File: src/hdl/wiegand_card_access_table_macros.svh
// Assertion helpers used by the table sequencer RTL.
`ifndef WIEGAND_CARD_ACCESS_TABLE_MACROS_SVH
`define WIEGAND_CARD_ACCESS_TABLE_MACROS_SVH

// The condition must hold at every rising clock edge outside reset.
`define WCT_ASSERT_ALWAYS(label, cond, msg) \
	label: assert property (@(posedge clk) disable iff (!arst_n) (cond)) else $error(msg);

// The antecedent implies the consequent in the cycle after it.
`define WCT_ASSERT_NEXT(label, ante, cons, msg) \
	label: assert property (@(posedge clk) disable iff (!arst_n) (ante) |=> (cons)) \
		else $error(msg);

`endif

File: src/hdl/wct_pkg.sv
package wct_pkg;

	localparam int TABLE_DEPTH_DEF = 16;
	localparam int KEY_W = 24;

	localparam logic [4:0] LAST_BIT = 5'd25;
	localparam logic [4:0] FIRST_HALF_END = 5'd12;
	localparam logic [4:0] NUMBER_START = 5'd9;

	typedef enum logic [1:0] {
		CMD_DATA0 = 2'd0,
		CMD_DATA1 = 2'd1,
		CMD_ARM = 2'd2,
		CMD_DELETE = 2'd3
	} cmd_code_t;

	typedef enum logic [2:0] {
		EV_GRANTED = 3'd0,
		EV_DENIED = 3'd1,
		EV_ENROLLED = 3'd2,
		EV_REFUSED = 3'd3,
		EV_DELETED = 3'd4,
		EV_DEL_IGNORED = 3'd5
	} event_t;

	typedef enum logic [1:0] {
		OP_ARM,
		OP_FRAME,
		OP_DELETE
	} op_kind_t;

	typedef enum logic [1:0] {
		ST_IDLE,
		ST_SEARCH,
		ST_SHIFT,
		ST_FINISH
	} state_t;

	typedef struct packed {
		logic [1:0] command;
		logic [3:0] delete_index;
	} cmd_t;

	typedef struct packed {
		logic [2:0] event_res;
		logic [7:0] facility_code;
		logic [15:0] card_number;
		logic parity_error;
		logic [3:0] slot;
		logic [4:0] entry_count;
	} evt_t;

	typedef struct packed {
		logic done;
		logic [KEY_W-1:0] key;
		logic perr;
	} frame_t;

	typedef struct packed {
		logic go;
		op_kind_t kind;
		logic [KEY_W-1:0] key;
		logic perr;
		logic [3:0] del_idx;
	} op_t;

	typedef struct packed {
		logic idle;
		logic res_valid;
	} seq_stat_t;

endpackage

File: src/hdl/wct_frame_rx.sv
module wct_frame_rx (
	input logic clk,
	input logic arst_n,
	input logic pulse,
	input logic bit_in,
	output wct_pkg::frame_t frame
);
	import wct_pkg::*;

	logic [4:0] pos_q;
	logic [7:0] fac_q;
	logic [15:0] num_q;
	logic lead_q;
	logic ones1_q;
	logic ones2_q;
	logic last;

	assign last = (pos_q == LAST_BIT);

	always_comb begin
		frame.done = pulse && last;
		frame.key = {fac_q, num_q};
		frame.perr = (lead_q ^ ones1_q) | ~(ones2_q ^ bit_in);
	end

	always_ff @(posedge clk or negedge arst_n) begin
		if (!arst_n) begin
			pos_q <= '0;
			fac_q <= '0;
			num_q <= '0;
			lead_q <= 1'b0;
			ones1_q <= 1'b0;
			ones2_q <= 1'b0;
		end else if (pulse) begin
			if (last) begin
				pos_q <= '0;
				fac_q <= '0;
				num_q <= '0;
				lead_q <= 1'b0;
				ones1_q <= 1'b0;
				ones2_q <= 1'b0;
			end else begin
				pos_q <= pos_q + 5'd1;
				if (pos_q == 5'd0) begin
					lead_q <= bit_in;
				end else if (pos_q < NUMBER_START) begin
					fac_q <= {fac_q[6:0], bit_in};
					ones1_q <= ones1_q ^ bit_in;
				end else begin
					num_q <= {num_q[14:0], bit_in};
					if (pos_q <= FIRST_HALF_END) begin
						ones1_q <= ones1_q ^ bit_in;
					end else begin
						ones2_q <= ones2_q ^ bit_in;
					end
				end
			end
		end
	end

endmodule

File: src/hdl/wct_table_seq.sv
`include "wiegand_card_access_table_macros.svh"

module wct_table_seq #(
	parameter int TABLE_DEPTH = wct_pkg::TABLE_DEPTH_DEF
) (
	input logic clk,
	input logic arst_n,
	input wct_pkg::op_t op,
	input logic res_free,
	output wct_pkg::seq_stat_t stat,
	output wct_pkg::evt_t res
);
	import wct_pkg::*;

	localparam int CNT_W = $clog2(TABLE_DEPTH + 1);
	localparam int IDX_W = (TABLE_DEPTH > 1) ? $clog2(TABLE_DEPTH) : 1;
	localparam int CMP_W = (CNT_W > 4) ? CNT_W : 4;

	state_t state_q, state_d;
	logic [CNT_W-1:0] count_q, count_d;
	logic [CNT_W-1:0] idx_q, idx_d;
	logic armed_q, armed_d;
	logic cmp_vld_q, cmp_vld_d;
	logic [IDX_W-1:0] cmp_idx_q, cmp_idx_d;
	logic [KEY_W-1:0] key_q, key_d;
	logic [IDX_W-1:0] del_q, del_d;
	evt_t res_q, res_d;
	logic [KEY_W-1:0] rd_q;

	logic [KEY_W-1:0] mem [TABLE_DEPTH];
	logic we;
	logic re;
	logic [IDX_W-1:0] waddr;
	logic [IDX_W-1:0] raddr;
	logic [KEY_W-1:0] wdata;
	logic issue;
	logic hit;
	logic [CMP_W-1:0] del_ext;
	logic perr_q, perr_d;

	function automatic evt_t make_evt(event_t ev, logic [KEY_W-1:0] key, logic perr,
			logic [3:0] slot, logic [4:0] cnt);
		evt_t e;
		e.event_res = ev;
		e.facility_code = key[23:16];
		e.card_number = key[15:0];
		e.parity_error = perr;
		e.slot = slot;
		e.entry_count = cnt;
		return e;
	endfunction

	assign issue = (idx_q < count_q);
	assign hit = cmp_vld_q && (rd_q == key_q);
	assign del_ext = CMP_W'(op.del_idx);
	assign raddr = idx_q[IDX_W-1:0];
	assign re = issue && ((state_q == ST_SEARCH) || (state_q == ST_SHIFT));

	always_comb begin
		state_d = state_q;
		count_d = count_q;
		idx_d = idx_q;
		armed_d = armed_q;
		cmp_vld_d = 1'b0;
		cmp_idx_d = cmp_idx_q;
		key_d = key_q;
		perr_d = perr_q;
		del_d = del_q;
		res_d = res_q;
		we = 1'b0;
		waddr = count_q[IDX_W-1:0];
		wdata = op.key;
		stat.idle = (state_q == ST_IDLE);
		stat.res_valid = 1'b0;
		case (state_q)
			ST_IDLE: begin
				if (op.go) begin
					case (op.kind)
						OP_ARM: begin
							armed_d = 1'b1;
						end
						OP_FRAME: begin
							key_d = op.key;
							perr_d = op.perr;
							if (armed_q) begin
								armed_d = 1'b0;
								state_d = ST_FINISH;
								if (count_q < CNT_W'(TABLE_DEPTH)) begin
									we = 1'b1;
									count_d = CNT_W'(count_q + 1'b1);
									res_d = make_evt(EV_ENROLLED, op.key, op.perr,
										4'(count_q), 5'(count_d));
								end else begin
									res_d = make_evt(EV_REFUSED, op.key, op.perr,
										4'd0, 5'(count_q));
								end
							end else begin
								idx_d = '0;
								state_d = ST_SEARCH;
							end
						end
						OP_DELETE: begin
							if (del_ext < CMP_W'(count_q)) begin
								del_d = IDX_W'(del_ext);
								idx_d = CNT_W'(del_ext + CMP_W'(1));
								state_d = ST_SHIFT;
							end else begin
								res_d = make_evt(EV_DEL_IGNORED, '0, 1'b0, 4'd0, 5'(count_q));
								state_d = ST_FINISH;
							end
						end
						default: begin
							state_d = ST_IDLE;
						end
					endcase
				end
			end
			ST_SEARCH: begin
				if (issue) begin
					idx_d = CNT_W'(idx_q + 1'b1);
				end
				cmp_vld_d = issue;
				cmp_idx_d = raddr;
				if (hit) begin
					cmp_vld_d = 1'b0;
					res_d = make_evt(EV_GRANTED, key_q, perr_q, 4'(cmp_idx_q), 5'(count_q));
					state_d = ST_FINISH;
				end else if (!issue && !cmp_vld_q) begin
					res_d = make_evt(EV_DENIED, key_q, perr_q, 4'd0, 5'(count_q));
					state_d = ST_FINISH;
				end
			end
			ST_SHIFT: begin
				if (issue) begin
					idx_d = CNT_W'(idx_q + 1'b1);
				end
				cmp_vld_d = issue;
				cmp_idx_d = IDX_W'(idx_q - 1'b1);
				waddr = cmp_idx_q;
				wdata = rd_q;
				we = cmp_vld_q;
				if (!issue && !cmp_vld_q) begin
					count_d = CNT_W'(count_q - 1'b1);
					res_d = make_evt(EV_DELETED, '0, 1'b0, 4'(del_q), 5'(count_d));
					state_d = ST_FINISH;
				end
			end
			ST_FINISH: begin
				if (res_free) begin
					stat.res_valid = 1'b1;
					state_d = ST_IDLE;
				end
			end
			default: begin
				state_d = ST_IDLE;
			end
		endcase
	end

	assign res = res_q;

	always_ff @(posedge clk or negedge arst_n) begin
		if (!arst_n) begin
			state_q <= ST_IDLE;
			count_q <= '0;
			idx_q <= '0;
			armed_q <= 1'b0;
			cmp_vld_q <= 1'b0;
		end else begin
			state_q <= state_d;
			count_q <= count_d;
			idx_q <= idx_d;
			armed_q <= armed_d;
			cmp_vld_q <= cmp_vld_d;
		end
	end

	always_ff @(posedge clk) begin
		cmp_idx_q <= cmp_idx_d;
		key_q <= key_d;
		perr_q <= perr_d;
		del_q <= del_d;
		res_q <= res_d;
	end

	always_ff @(posedge clk) begin
		if (we) begin
			mem[waddr] <= wdata;
		end
		if (re) begin
			rd_q <= mem[raddr];
		end
	end

	`WCT_ASSERT_ALWAYS(a_count_bound, count_q <= CNT_W'(TABLE_DEPTH), "stored count exceeds table depth")
	`WCT_ASSERT_ALWAYS(a_no_write_in_search, !((state_q == ST_SEARCH) && we), "table written during search")
	`WCT_ASSERT_NEXT(a_result_returns_idle, stat.res_valid, state_q == ST_IDLE, "sequencer busy after result")

endmodule

File: src/hdl/wiegand_card_access_table.sv
// A data pulse that does not end a frame leaves the block idle; an enroll, refusal or
// ignored delete goes straight to its result; a match walks the table at one entry a
// cycle until a hit or the last stored entry; a delete moves each later entry down one
// slot, one entry a cycle. Data pulses are taken at one a cycle while the block is idle.
// A frame end or delete holds off beats until its result, held for a free output, shows;
// a beat is taken in that same cycle. Reset clears frame, count, arm, state and valid only.
module wiegand_card_access_table #(
	parameter int TABLE_DEPTH = wct_pkg::TABLE_DEPTH_DEF
) (
	input logic clk,
	input logic arst_n,
	input logic cmd_valid,
	output logic cmd_ready,
	input wct_pkg::cmd_t cmd,
	output logic evt_valid,
	input logic evt_ready,
	output wct_pkg::evt_t evt
);
	import wct_pkg::*;

	logic accept;
	logic pulse;
	logic res_free;
	logic evt_valid_q;
	evt_t evt_q;
	frame_t frame;
	op_t op;
	seq_stat_t stat;
	evt_t res;

	assign accept = cmd_valid && cmd_ready;
	assign pulse = accept && ((cmd.command == CMD_DATA0) || (cmd.command == CMD_DATA1));
	assign cmd_ready = stat.idle;
	assign res_free = !evt_valid_q || evt_ready;

	wct_frame_rx u_frame_rx (
		.clk(clk),
		.arst_n(arst_n),
		.pulse(pulse),
		.bit_in(cmd.command[0]),
		.frame(frame)
	);

	always_comb begin
		op.go = 1'b0;
		op.kind = OP_FRAME;
		op.key = frame.key;
		op.perr = frame.perr;
		op.del_idx = cmd.delete_index;
		case (cmd.command)
			CMD_ARM: begin
				op.go = accept;
				op.kind = OP_ARM;
			end
			CMD_DELETE: begin
				op.go = accept;
				op.kind = OP_DELETE;
			end
			default: begin
				op.go = frame.done;
			end
		endcase
	end

	wct_table_seq #(
		.TABLE_DEPTH(TABLE_DEPTH)
	) u_table_seq (
		.clk(clk),
		.arst_n(arst_n),
		.op(op),
		.res_free(res_free),
		.stat(stat),
		.res(res)
	);

	always_ff @(posedge clk or negedge arst_n) begin
		if (!arst_n) begin
			evt_valid_q <= 1'b0;
		end else if (stat.res_valid) begin
			evt_valid_q <= 1'b1;
		end else if (evt_ready) begin
			evt_valid_q <= 1'b0;
		end
	end

	always_ff @(posedge clk) begin
		if (stat.res_valid) begin
			evt_q <= res;
		end
	end

	assign evt_valid = evt_valid_q;
	assign evt = evt_q;

endmodule

File: config.mk
export PLATFORM = sky130hd
export DESIGN_NAME = wiegand_card_access_table
export DESIGN_NICKNAME = d
export VERILOG_FILES = /design/src/hdl/wct_pkg.sv /design/src/hdl/wct_frame_rx.sv /design/src/hdl/wct_table_seq.sv /design/src/hdl/wiegand_card_access_table.sv
export VERILOG_INCLUDE_DIRS = /design/src /design/src/hdl
export SDC_FILE = /design/constraint.sdc
export NUM_CORES = 1
export LEC_CHECK = 0
export BUFFER_PORTS_ARGS = -buffer_cell sky130_fd_sc_hd__buf_2
export CORE_ASPECT_RATIO = 2
export CORE_MARGIN = 1.5
export CORE_UTILIZATION = 45
export CTS_CLUSTER_SIZE = 20
export DETAILED_ROUTE_END_ITERATION = 10
export PLACE_DENSITY = 0.69
export SYNTH_ARGS = -nofsm -noshare
export SYNTH_HDL_FRONTEND = slang
export SYNTH_SLANG_ARGS = --single-unit
export TNS_END_PERCENT = 30
File: constraint.sdc
create_clock -name clk -period 12.5 [get_ports clk]
set_input_delay 2.5 -clock clk [delete_from_list [all_inputs] [get_ports clk]]
set_output_delay 2.5 -clock clk [all_outputs]
set_load 0.01 [all_outputs]
# ---- After elaboration in Yosys (flattened, before gate mapping)
# Memories as Yosys holds them, arrays and structs flattened. A register that Yosys moved wholly into a read port is not among the register bits.
# Index checks and enable logic that the tools add are counted.
dict set report op_classes {
  n_addsub 6
  order_cmp 5
  bitwise_logic 5
  mux 65
  n_eq_ne 27
  n_reduce_logical 39
}
# operator n
set op_table {}
lappend op_table {{$mux W37} 6}
lappend op_table {{$pmux W37 S3} 1}
lappend op_table {{$pmux W37 S2} 1}
lappend op_table {{$mux W5} 10}
lappend op_table {{$mux W16} 3}
lappend op_table {{$mux W35} 1}
lappend op_table {{$pmux W5 S2} 3}
lappend op_table {{$eq A24 B24 Y1} 1}
lappend op_table {{$mux W24} 1}
lappend op_table {{$mux W8} 3}
lappend op_table {{$mux W1} 23}
lappend op_table {{$reduce_and A3 Y1} 6}
lappend op_table {{$ne A2 B1 Y1 const B} 8}
lappend op_table {{$add A5 B1 Y5 const B} 3}
lappend op_table {{$reduce_bool A2 Y1} 7}
lappend op_table {{$reduce_and A6 Y1} 2}
lappend op_table {{$eq A2 B2 Y1 const B} 5}
lappend op_table {{$mux W2} 5}
lappend op_table {{$ne A3 B2 Y1 const B} 3}
lappend op_table {{$pmux W2 S4} 1}
lappend op_table {{$pmux W4 S2} 1}
lappend op_table {{$reduce_and A4 Y1} 2}
lappend op_table {{$reduce_and A7 Y1} 1}
lappend op_table {{$eq A2 B1 Y1 const B} 3}
lappend op_table {{27 further kinds} 47}
dict set report word_totals {
  ramBits 384
  in_bits 10
  mem_count 1
  ff_bits 154
  output_inout_bits 39
}
# name depth word_bits rd rd_clocked_by_memory_dff write_ports line
set mem_list {}
lappend mem_list {u_table_seq.mem 16 24 1 1 1 wct_table_seq.sv:30} ;# logic [KEY_W-1:0] mem [TABLE_DEPTH];

# ---- Depth between registers and ports, before layout
dict set report depth {
  depth_word 9
  mapped_depth 10
  mapped_depth_nobuf 8
}

# ---- Cells and area by module
# A second synthesis with hierarchy kept.
dict set report hier_totals {
  cells_unflattened 1176
  hier_area_um2 22536.6
}
# module seq_area_each_um2 area_per_inst_um2 n_inst cells_each
set by_module_without_submodules {}
lappend by_module_without_submodules {wct_table_seq 14704.1 19810.2 1 966}
lappend by_module_without_submodules {wct_frame_rx 800.8 1535.2 1 164}
lappend by_module_without_submodules {wiegand_card_access_table 1136.1 1191.1 1 46}

# ---- Worst setup path before layout
# No wires, ideal clock.
dict set report synth_timing {
  path_type {input port to flip-flop}
  from {input cmd[4] in the netlist's numbering}
  to {register u_table_seq.res_q, in the netlist u_table_seq.res[0], enable pin}
  arrival_ns 6.135
  path_stages 6
  slack_ns 5.877
  n_path_buf 2
  setup_ns 0.487
  path_cell_list {clkbuf_1 > nand2_1 > clkbuf_1 > o21ai_0 > a31oi_1 > a211oi_1}
}
dict set report synth_between {
  elab_chain_len 7
  elab_cells_between_ends 17
  classes_between {9 x eq/ne; 2 x mux; 6 x reduce/logical}
}
# item line
set synth_lines {}
lappend synth_lines {{start, declared} wiegand_card_access_table.sv:14} ;# input wct_pkg::cmd_t cmd,
lappend synth_lines {{branches (longest 6 deep; another with $ne A3 B3 Y1)} -}
lappend synth_lines {{$reduce_and A7 Y1 (no source line) (*)} -}
lappend synth_lines {{end signal, assigned} wct_table_seq.sv:183} ;# res_q <= res_d;
lappend synth_lines {{end, declared} wct_table_seq.sv:27} ;# evt_t res_q, res_d;
# Every way passes the cells marked *.
# A chain may end at the register's enable or synchronous reset.

# ---- Worst setup path in the final report
dict set report layout_timing {
  from {input cmd[2] in the netlist's numbering}
  to {register u_table_seq.res_q, in the netlist u_table_seq.res[15], enable pin}
}
dict set report layout_between {
  elab_chain_len 3
}
# item line
set layout_lines {}
lappend layout_lines {{$lt A4 B5 Y1} wct_table_seq.sv:103} ;# if (del_ext < CMP_W'(count_q)) begin
lappend layout_lines {{$ne A3 B3 Y1 (no source line)} -}
lappend layout_lines {{$reduce_and A7 Y1 (no source line)} -}
# Every way passes these cells.

==> results by group <==
Timing
  – RSZ-0062 raised after global routing: no
  – Period minus WS final: 4550 ps
  – Slew Limit Fails: 0
  – F_max: 220 MHz
  – Hold Fails Final Rpt: 0
  – Slew at the pin closest to its max-slew limit: 928 ps
  – Post-route clock skew: 30.0 ps
  – Tcrit/Tclk final: 36.4%
  – Sum Neg Setup Slack: 0 ps
  – Post-route setup slack: 7950 ps
  – Final setup violation count: 0
  – Relative slew slack: 38.0%

Floorplanning
  – Die Ht: 319 um
  – Cell Rows: 115
  – Die W: 161 um
  – Placeable core area: 49200 um2
  – Initial Util: 45.6%
  – Die area: 51200 um2
  – IO Count: 49

GRT
  – Largest net degree at the start of global routing: 64
  – Initial antenna violation count: 0
  – First-pass GRT wire length: 68200 um
  – Total GRT Usage: 17.5%
  – Number of global-route vias before repair: 11600
  – Grt ovf: 0

Worst setup path
  – Crit Path Class: in2reg
  – CP max stage delay: 570 ps
  – Worst Path Required: 12720 ps
  – Crit path launch type: primary input
  – Worst Path Max Fanout: 27
  – Critical path's slowest cell: a211oi_4
  – Worst path cell trace: buf_2, ha_1, nand2_1, o21ai_0, a221o_1, a31oi_1, a211oi_4, buf_4
  – Register-to-register path setup slack: 8820 ps
  – CP endpoint kind: flop
  – Worst setup startpoint: cmd[2]
  – CP arrival: 4770 ps
  – Worst path buffer plus inverter count: 2
  – Crit-path leading delay family: compound AO/OA/AOI/OAI gates
  – RR Startpoint: u_table_seq.idx_q[0]

Drt
  – Mean number of vias per cell: 5.65
  – Antenna-violating nets left: 0
  – Average wire per cell in the routed design: 22.7 um
  – Drt drc: 0
  – Drt pass-1 iters: 5
  – Initial DRC count: 685
  – Via count: 10900
  – Routed Wire Length: 43700 um

Layout
  – Layout cells sized above 1: 25.1%
  – # fillers: 3890
  – Fin nets: 1281
  – Ant. Diodes: 0
  – Synth-to-layout area growth: 11.6%

Power
  – Sw frac: 31.3%
  – Gate power share: 28.6%
  – Net switching power: 1.84 mW
  – Internal power: 4.04 mW
  – Power, Total: 5.88 mW
  – Leakage: 8.22 nW
  – Seq pwr share: 46.9%
  – Pwr Density: 235 nW/um2
  – Peak supply drop: 0.168 mV
  – Clock Power Share: 24.5%

Synth
  – EDFF count, synth: 515
  – Post-synth ARST share: 8.36%
  – Sequential fraction of the synthesis area: 74.2%
  – Synth Instances: 1184
  – Mean area per synthesized cell: 18.9 um2
  – Seq cells post-synth: 562
  – Main synth FF type: edfxtp_1
  – Yosys Warn Count: 0
  – Syn nets: 1216
  – Mapped Area: 22400 um2
  – Netlist cell types: 56

Clock network
  – H-tree depth: 2
  – Worst-Skew Late Latency: 570 ps
  – Clock transition at path regs: 70 ps
  – Setup repair bufs after CTS: 0
  – TritonCTS Buffers: 45
  – Clock Path Buffers: 3
  – Clock tree sinks: 562
  – CTS tree: yes
  – Hold-fix buffers, CTS: 0
  – Root buf cell: clkbuf_16
  – Post-CTS sizing: 0

Flow run
  – Max Cap Viol: 0

Min path
  – Min-Delay Path Class: reg2reg
  – Hold wc startpoint: u_table_seq.res[1]

Place
  – HPWL Detailed: 30100 um
  – I/O Buffers: 48
  – Dpl ws: 7320 ps
  – Placer Congestion: 0.854

Run status
  – Run status: finished clean
-- metrics by stage --
stage	instance area [um2]	util, %	std cells	hold WS, ps
after floorplan	22400	-	1184	400
after global placement	23500	47.8	1845	401
after detailed placement	23500	47.8	1845	406
after CTS	25000	50.8	1927	420
after global routing	25000	50.8	1927	431
final	25000	50.8	1927	421
-- synthesized netlist by cell type, types with 22 or more instances --
| cell | instances | share of area [%] |
|---|---|---|
| nand2_1 | 81 | 1.4 |
| a22o_1 | 25 | 0.98 |
| ha_1 | 22 | 1.2 |
| o21ai_0 | 56 | 1.3 |
| mux4_2 | 120 | 12 |
| nor2_1 | 46 | 0.77 |
| xnor2_1 | 28 | 1.1 |
| inv_1 | 24 | 0.40 |
| clkbuf_1 | 35 | 0.59 |
| dfrtp_1 | 47 | 5.2 |
| edfxtp_1 | 515 | 69 |
| mux2_2 | 24 | 1.2 |
-- registers in the layout, indices dropped and copies added (netlist names), 4 cells and up --
name                   cells
u_table_seq.mem          384
evt                       37
u_table_seq.res           37
u_table_seq.key_q         24
u_table_seq.rd_q          24
u_frame_rx.num_q          16
u_frame_rx.fac_q           8
u_frame_rx.pos_q           5
u_table_seq.count_q        5
u_table_seq.idx_q          5
u_table_seq.cmp_idx_q      4
u_table_seq.del_q          4
-- worst paths after layout --
kind / end / cells past startpoint
max reg2reg: u_table_seq.rd_q[5] / 4
min in group asynchronous: u_table_seq.count_q[0] / 2
max in group asynchronous: u_table_seq.idx_q[0] / 2
min: evt[1] / 0
min reg2reg: evt[1] / 0
max: u_table_seq.res[15] / 8
-- cell usage in the layout, fill, tap and decap left out, types with 8 or more instances in the layout --
cell and n:
edfxtp_1 515, mux4_2 120, nand2_1 81, o21ai_0 56, buf_2 48, clkbuf_16 47
dfrtp_1 44, nor2_1 29, xnor2_1 28, buf_4 28, a22o_1 25, inv_1 24
mux2_2 24, ha_1 21, nand3_1 18, nor2_2 17, a21oi_1 16, clkinv_2 12
nor3_1 9, xor2_1 8, nand4_1 8, a31oi_1 8
-- metal layers --
metal  wire length (um)  vias up  part of all wire [%]  track usage, %
li1                   -     4878                     -               -
met1              15600     5665                    36            19.1
met2              24900      269                    57            33.6
met3               1380       83                   3.2            1.80
met4               1790        0                   4.1            7.90
met5                  0        -                     0               0
-- worst register-to-register path: cells and delay by family (launching register included) --
| kind | cells | cell delay (ps) |
|---|---|---|
| buffers and inverters | 2 | 1610 |
| multiplexers | 2 | 1150 |
| flip-flops | 1 | 680 |
-- cell type report --
type | instances | area (um2) | area share, %
tap | 643 | 805 | 3.22
timing repair buffer | 76 | 450 | 1.80
sequential | 562 | 16600 | 66.6
inverter | 25 | 93.8 | 0.375
clock inverter | 27 | 280 | 1.12
clock buffer | 55 | 1220 | 4.86
multi-input combinational | 539 | 5520 | 22.1
-- power groups by stage --
stage                     Clock [mW]  Combinational (mW)  Sequential [mW]
after CTS                       1.47                1.70             2.76
final                           1.44                1.68             2.76
after global placement             0                1.65             2.79
after detailed placement           0                1.70             2.81
after floorplan                    0                1.21             2.74
after global routing            1.53                1.83             2.78
-- cell families (layout without fill, tap and decap cells) --
group,Yosys count,after routing,synth area share [%]
buffers and inverters,83,183,1.47
AND/OR/NAND/NOR,189,189,3.87
multiplexers,147,147,13.4
AO/OA/AOI/OAI,145,145,4.39
adder cells (fa/ha/maj),22,22,1.23
flip-flops,562,562,74.2
XOR/XNOR,36,36,1.41
Power figures use the tool's default switching activity.
